### config.mk
export PLATFORM = sky130hd
export DESIGN_NAME = rvr_ctrl
export DESIGN_NICKNAME = d
export VERILOG_FILES = /design/src/design/rvr_pkg.sv /design/src/design/rvr_ctrl.sv
export SDC_FILE = /design/constraint.sdc
export NUM_CORES = 1
export LEC_CHECK = 0
export BUFFER_PORTS_ARGS = -buffer_cell sky130_fd_sc_hd__buf_2
export CORE_UTILIZATION = 38
export CTS_CLUSTER_DIAMETER = 120
export DETAILED_ROUTE_END_ITERATION = 7
export PLACE_DENSITY = 0.64
export SLEW_MARGIN = 15
export SYNTH_ARGS = -nofsm -noshare
export SYNTH_HDL_FRONTEND = slang
export SYNTH_SLANG_ARGS = --single-unit
### constraint.sdc
create_clock -name clk -period 1.55 [get_ports clk]
set_input_delay 0.31 -clock clk [delete_from_list [all_inputs] [get_ports clk]]
set_output_delay 0.31 -clock clk [all_outputs]
set_load 0.01 [all_outputs]
### src/design/rvr_pkg.sv
// ----------------------------------------------------------------------------
// rvr_pkg
// Shared types, constants and compare helpers for the raster value
// reclassifier.
// ----------------------------------------------------------------------------
package rvr_pkg;

	localparam int TABLE_ROWS    = 256;
	localparam int FRACTION_BITS = 16;
	localparam int ROW_W         = $clog2(TABLE_ROWS);
	localparam int VAL_W         = 32;
	localparam int CFG_IDX_W     = 3;
	localparam int CFG_DATA_W    = 9;

	localparam logic [CFG_IDX_W-1:0] CFG_TABLE_MODE      = 3'd0;
	localparam logic [CFG_IDX_W-1:0] CFG_CLOSURE         = 3'd1;
	localparam logic [CFG_IDX_W-1:0] CFG_INCLUDE_EXTREME = 3'd2;
	localparam logic [CFG_IDX_W-1:0] CFG_OTHERS_NA       = 3'd3;
	localparam logic [CFG_IDX_W-1:0] CFG_ROW_COUNT       = 3'd4;

	localparam logic [1:0] MODE_BREAKS = 2'd0;
	localparam logic [1:0] MODE_EXACT  = 2'd1;
	localparam logic [1:0] MODE_RANGE  = 2'd2;

	localparam logic [1:0] CLOS_RIGHT = 2'd0;
	localparam logic [1:0] CLOS_LEFT  = 2'd1;
	localparam logic [1:0] CLOS_BOTH  = 2'd2;

	localparam logic FUNC_LOAD     = 1'b0;
	localparam logic FUNC_CLASSIFY = 1'b1;

	typedef struct packed {
		logic                    nan;
		logic signed [VAL_W-1:0] v;
	} fx_t;

	typedef struct packed {
		fx_t lower;
		fx_t upper;
		fx_t becomes;
	} row_t;

	localparam int ROW_BITS = $bits(row_t);

	typedef struct packed {
		logic [1:0] table_mode;
		logic [1:0] closure;
		logic       include_extreme;
		logic       others_na;
		logic [8:0] row_count;
	} cfg_t;

	typedef struct packed {
		logic             wr;
		logic             start;
		logic             rd_en;
		logic [ROW_W-1:0] rd_addr;
		logic             rd_last;
		logic             finish;
	} ctrl_cmd_t;

	function automatic logic fx_lt(fx_t a, fx_t b);
		return !a.nan && !b.nan && (a.v < b.v);
	endfunction

	function automatic logic fx_le(fx_t a, fx_t b);
		return !a.nan && !b.nan && (a.v <= b.v);
	endfunction

	function automatic logic fx_eq(fx_t a, fx_t b);
		return !a.nan && !b.nan && (a.v == b.v);
	endfunction

	function automatic logic signed [VAL_W-1:0] class_value(logic [ROW_W-1:0] j);
		logic [63:0] s;
		s = 64'(j) << FRACTION_BITS;
		return (s > 64'h0000_0000_7FFF_FFFF) ? 32'sh7FFF_FFFF : s[VAL_W-1:0];
	endfunction

	function automatic logic [ROW_W-1:0] last_row(logic [8:0] row_count);
		int n;
		n = int'(row_count);
		if (n == 0) n = 1;
		if (n > TABLE_ROWS) n = TABLE_ROWS;
		return ROW_W'(n - 1);
	endfunction

endpackage

### src/design/rvr_ctrl.sv
// ----------------------------------------------------------------------------
// rvr_ctrl
// Sequencer: accepts items, walks the table rows, hands results out.
// ----------------------------------------------------------------------------
module rvr_ctrl (
	input  logic                   clk,
	input  logic                   arst_n,
	input  rvr_pkg::cfg_t          cfg,
	input  logic                   item_valid,
	input  logic                   item_func,
	output logic                   item_ready,
	input  logic                   out_ready,
	output logic                   out_valid,
	output rvr_pkg::ctrl_cmd_t     cmd
);

	typedef enum logic [1:0] {IDLE, SCAN, DRAIN, FINISH} state_t;

	state_t                    state_q;
	logic [rvr_pkg::ROW_W-1:0] cnt_q;
	logic [rvr_pkg::ROW_W-1:0] last_q;
	logic                      out_valid_q;
	logic                      acc;

	assign item_ready = (state_q == IDLE);
	assign acc        = item_valid && item_ready;
	assign out_valid  = out_valid_q;

	always_comb begin
		cmd         = '0;
		cmd.wr      = acc && (item_func == rvr_pkg::FUNC_LOAD);
		cmd.start   = acc && (item_func == rvr_pkg::FUNC_CLASSIFY);
		cmd.rd_en   = (state_q == SCAN);
		cmd.rd_addr = cnt_q;
		cmd.rd_last = (cnt_q == last_q);
		cmd.finish  = (state_q == FINISH) && (!out_valid_q || out_ready);
	end

	always_ff @(posedge clk or negedge arst_n) begin
		if (!arst_n) begin
			state_q     <= IDLE;
			cnt_q       <= '0;
			last_q      <= '0;
			out_valid_q <= 1'b0;
		end else begin
			unique case (state_q)
				IDLE: begin
					if (cmd.start) begin
						state_q <= SCAN;
						cnt_q   <= '0;
						last_q  <= rvr_pkg::last_row(cfg.row_count);
					end
				end
				SCAN: begin
					cnt_q <= cnt_q + 1'b1;
					if (cmd.rd_last) state_q <= DRAIN;
				end
				DRAIN: begin
					state_q <= FINISH;
				end
				FINISH: begin
					if (cmd.finish) state_q <= IDLE;
				end
				default: state_q <= IDLE;
			endcase
			if (cmd.finish) out_valid_q <= 1'b1;
			else if (out_ready) out_valid_q <= 1'b0;
		end
	end

	a_start_scan: assert property (@(posedge clk) disable iff (!arst_n)
		cmd.start |=> (state_q == SCAN) && (cnt_q == '0))
		else $error("scan did not start at row zero");

	a_cnt_bound: assert property (@(posedge clk) disable iff (!arst_n)
		(state_q == SCAN) |-> (cnt_q <= last_q))
		else $error("row counter ran past the last row");

	a_last_drain: assert property (@(posedge clk) disable iff (!arst_n)
		(cmd.rd_en && cmd.rd_last) |=> ##1 (state_q == FINISH))
		else $error("finish did not follow the last row read");

endmodule

==> summary.md <==
| Metric | Value |
|---|---|
| Result of the run | `finished with violations` |
| Violations in the final reports | `design-rule violations, negative setup slack` |
| Largest fanout of any net on the critical path | `4` |
| Start point of the worst hold path | `out_ready` |
| Share of post-route cells with drive strength above 1 | `50.51%` |
| Overflow after GRT | `0` |
| Family with the most delay on the worst path | `flip-flops` |
| Wire length of the first global-routing pass | `5.126 mm` |
| Power Total | `2.885 mW` |
| Slew headroom | `68.29%` |
| Clock Skew | `0.007017 ns` |
| First drt pass iteration count | `6` |
| Routed wire per std cell | `14.19 um` |
| DRC violation count after routing | `5` |
| Layout overhead on the synthesized area | `62.90%` |
| Classification of the worst-slack hold path | `input pin to register` |
| # setup viols final | `9` |
| Fraction of the core area covered by cells at the end of the flow | `67.01%` |
| Die outline width | `57.34 um` |
| Cell chain of the critical path | `inv_2 > ha_4 > buf_6 > nand2_2 > nor2_1 > buf_2` |
| Post-synth top area share | `40.86%` |
| Kind of start point of the critical path | `register` |
| Peak per-stage delay on the critical path | `0.41 ns` |
| Io pins | `35` |
| CTS tree | `done` |
| Synthesized netlist net count | `152` |
| DRT antenna net count | `0` |
| Final Hold Violating Endpoints | `0` |
| Register area share after synthesis | `40.86%` |
| Data required time of the worst path | `1.24 ns` |
| DIE HEIGHT | `57.34 um` |
| PortBufs | `28` |
| Count of vias placed by the detailed router | `1,205` |
| Last weighted congestion value of the routability-driven placer | `0.8410` |
| Arrival time of the worst setup path | `1.37 ns` |
| Post-DP HPWL | `2.180 mm` |
| Deepest clock path buffer count | `2` |
| Cell Area, Synth | `1164 um^2` |
| Fraction of the cycle the final worst path needs | `108.3%` |
| Overall routed net length | `3.250 mm` |
| Clock tree root buffer cell | `sky130_fd_sc_hd__clkbuf_4` |
| Flip-flop and latch count after synthesis | `19` |
| Effective utilization at floorplan | `41.13%` |
| Slowest-stage cell, CP | `sky130_fd_sc_hd__dfrtp_1` |
| Min setup slack post-route | `-0.1292 ns` |
| Critical path class | `register to primary output` |
| Internal reg-to-reg setup slack | `-0.09 ns` |
| FF-to-FF path depth | `8` |
| Worst hold path depth | `3` |
| Sort of element at the end of the critical path | `primary output` |
| Launch point of the worst reg-to-reg path | `state_q[1]` |
| Number of global-route vias before repair | `1,149` |
| Cell count after synthesis | `126` |
| Standard-cell row count | `19` |
| Worst path bufs/invs | `3` |
| Critical Path Stages | `6` |
| Number of distinct library cells after synthesis | `36` |
| # clock sinks | `19` |
| Worst hold slack across all endpoints | `0.3800 ns` |
| Max-capacitance violation count | `0` |
| Biggest area contributors in the synthesized netlist | `sky130_fd_sc_hd__dfrtp_1, sky130_fd_sc_hd__ha_1, sky130_fd_sc_hd__xnor2_1` |
| Time the final worst path needs with I/O delays and setup | `1.679 ns` |
| Biggest area consumer among synthesized cells | `sky130_fd_sc_hd__dfrtp_1` |
| Number of buffers added by the clock tree synthesis step | `3` |
| Destination of the worst register-to-register timing path | `cnt_q[5]` |
| RSZ-0062 raised after global routing | `yes` |
| Antenna violations before repair | `0` |
| Largest net degree at the start of global routing | `20` |
| Synthesized area divided by synthesized cell count | `9.235 um^2` |
| Setup TNS | `-0.5808 ns` |
| Vias per inst | `5.262` |
| Fin. max-slew vios | `0` |
| Diode count | `0` |
| Highest achievable clock rate | `0.5955 GHz` |
| Standby leakage power | `0.8997 nW` |
| IR drop worst, VDD | `947.1 uV` |
| Power Density | `1522 nW/um^2` |
| Register clock-pin slew on the reported worst setup and hold paths | `0.11 ns` |
| Area of the die | `3287 um^2` |
| Number of synthesis warnings | `0` |
| Overall routing resource usage | `20.13%` |
| H-tree depth | `1` |
| Net count of the finished layout | `225` |
| Slew at the pin closest to its max-slew limit | `0.4707 ns` |
| Core Box Area | `2829 um^2` |
| Initial DRC count | `63` |
| Clock network latency to the later pin of the worst-skew pair | `0.30 ns` |
| Worst Hold Path EP | `out_valid` |
[cell families after synthesis]
logic type | count (synthesis) | synth area share (%)
adders and majority gates | 6 | 6.451
xor gates and xnor gates | 11 | 8.280
DFF | 19 | 40.86
buffers and inverters | 9 | 3.010
AOI/OAI and AO/OA | 29 | 16.45
muxes | 4 | 3.656
and+or+nand+nor | 48 | 21.29
[placed cells by master, fill, tap and decap left out, types with 2 or more instances in the layout]
cell type | netlist | routed
sky130_fd_sc_hd__mux2i_1 | 2 | 2
sky130_fd_sc_hd__dfrtp_1 | 19 | 19
sky130_fd_sc_hd__nor2_1 | 10 | 9
sky130_fd_sc_hd__xor2_1 | 3 | 2
sky130_fd_sc_hd__ha_4 | 0 | 3
sky130_fd_sc_hd__inv_1 | 7 | 3
sky130_fd_sc_hd__o21ai_0 | 11 | 9
sky130_fd_sc_hd__nand4_1 | 5 | 5
sky130_fd_sc_hd__mux2_4 | 0 | 2
sky130_fd_sc_hd__o21a_1 | 2 | 2
sky130_fd_sc_hd__o21ai_1 | 0 | 2
sky130_fd_sc_hd__clkbuf_4 | 0 | 3
sky130_fd_sc_hd__xnor2_1 | 8 | 7
sky130_fd_sc_hd__nor2_2 | 1 | 2
sky130_fd_sc_hd__ha_1 | 6 | 2
sky130_fd_sc_hd__buf_4 | 0 | 28
sky130_fd_sc_hd__buf_2 | 1 | 26
sky130_fd_sc_hd__a211oi_1 | 2 | 2
sky130_fd_sc_hd__o31ai_1 | 3 | 2
sky130_fd_sc_hd__nand2_1 | 18 | 17
sky130_fd_sc_hd__or3_1 | 3 | 2
sky130_fd_sc_hd__a21oi_1 | 5 | 3
sky130_fd_sc_hd__a21oi_2 | 0 | 2
sky130_fd_sc_hd__buf_6 | 0 | 15
sky130_fd_sc_hd__inv_2 | 0 | 2
[metal layers]
layer | up-vias | share of wire, % | routed length [um] | global-route usage, %
met1 | 584 | 43 | 1393 | 26.77
li1 | 587 | - | - | -
met4 | 0 | 1.4 | 44 | 7.317
met2 | 30 | 53 | 1726 | 34.62
met3 | 4 | 2.6 | 86 | 1.361
met5 | - | 0 | 0 | 0
[tightest hold or removal path, cell delays in order]
cell                       delay (ns)
sky130_fd_sc_hd__buf_2           0.07
sky130_fd_sc_hd__nand2b_1        0.18
sky130_fd_sc_hd__nand2_1         0.08
[power by group]
part           internal [mW]  total (mW)  switching, mW
Sequential             0.672       0.804          0.132
Combinational          0.986        1.81          0.828
Clock                 0.0962       0.266          0.170
[cells in the mapped netlist]
library cell and count:
sky130_fd_sc_hd__nand2_1 18, sky130_fd_sc_hd__and3_1 1, sky130_fd_sc_hd__ha_1 6, sky130_fd_sc_hd__nand4_1 5, sky130_fd_sc_hd__or2_2 1, sky130_fd_sc_hd__clkbuf_1 1
sky130_fd_sc_hd__mux2_1 1, sky130_fd_sc_hd__a21oi_1 5, sky130_fd_sc_hd__a211oi_1 2, sky130_fd_sc_hd__o21ai_0 11, sky130_fd_sc_hd__o221ai_2 1, sky130_fd_sc_hd__xor2_1 3
sky130_fd_sc_hd__dfrtp_1 19, sky130_fd_sc_hd__a21boi_0 1, sky130_fd_sc_hd__or3_1 3, sky130_fd_sc_hd__nand3_1 1, sky130_fd_sc_hd__a22o_1 1, sky130_fd_sc_hd__mux2_2 1
sky130_fd_sc_hd__a32o_1 1, sky130_fd_sc_hd__nand2b_1 1, sky130_fd_sc_hd__nand3b_1 1, sky130_fd_sc_hd__nor3_1 2, sky130_fd_sc_hd__nor2_2 1, sky130_fd_sc_hd__buf_2 1
sky130_fd_sc_hd__nor2_1 10, sky130_fd_sc_hd__mux2i_1 2, sky130_fd_sc_hd__nand4_4 1, sky130_fd_sc_hd__and2_1 1, sky130_fd_sc_hd__inv_1 7, sky130_fd_sc_hd__nor3b_1 1
sky130_fd_sc_hd__o21a_1 2, sky130_fd_sc_hd__o2111ai_1 1, sky130_fd_sc_hd__o21ai_2 1, sky130_fd_sc_hd__nand3_2 1, sky130_fd_sc_hd__xnor2_1 8, sky130_fd_sc_hd__o31ai_1 3
[flip-flops by register name (all words and copies together), names as in the netlist]
name       flops
cnt_q          8
last_q         8
state_q        2
out_valid      1
[how the worst max path moves through the flow]
stage	slack, ns	startpoint	end
finish	-0.13	state_q[1]	cmd[12]
global route	-0.20	state_q[1]	cmd[12]
CTS	-0.09	last_q[6]	cmd[1]
detailed placement	-0.22	cfg[5]	last_q[6]
global placement	-0.15	cfg[5]	last_q[4]
floorplan	-0.01	cfg[5]	last_q[4]
[final cells by class]
cell class / instances / area (um^2)
Timing Repair Buffer: 70 / 519.2
Clock inverter: 1 / 5.005
Sequential cell: 19 / 475.5
Fill cell: 216 / 933.4
Inverter: 7 / 33.78
Clock buffer: 3 / 22.52
Multi-Input combinational cell: 98 / 800.8
Tap cell: 31 / 38.79
[stage by stage]
step | worst slack (ns) | cells | area (um^2)
global placement | -0.1484 | 207 | 1579
detailed placement | -0.2223 | 207 | 1579
floorplan | -0.01388 | 126 | 1235
global route | -0.2025 | 229 | 1896
CTS | -0.09038 | 221 | 1719
finish | -0.1292 | 229 | 1896
[timing repair]
item | 4_1_cts | 5_1_grt
resized for setup | 10 | 26
hold buffers | 1 | 0
setup buffers | 10 | 8
setup endpoints to repair | 8 | 17
pin swaps | 6 | 11
hold endpoints to repair | 19 | 0
(Power assumes the default switching activity.)
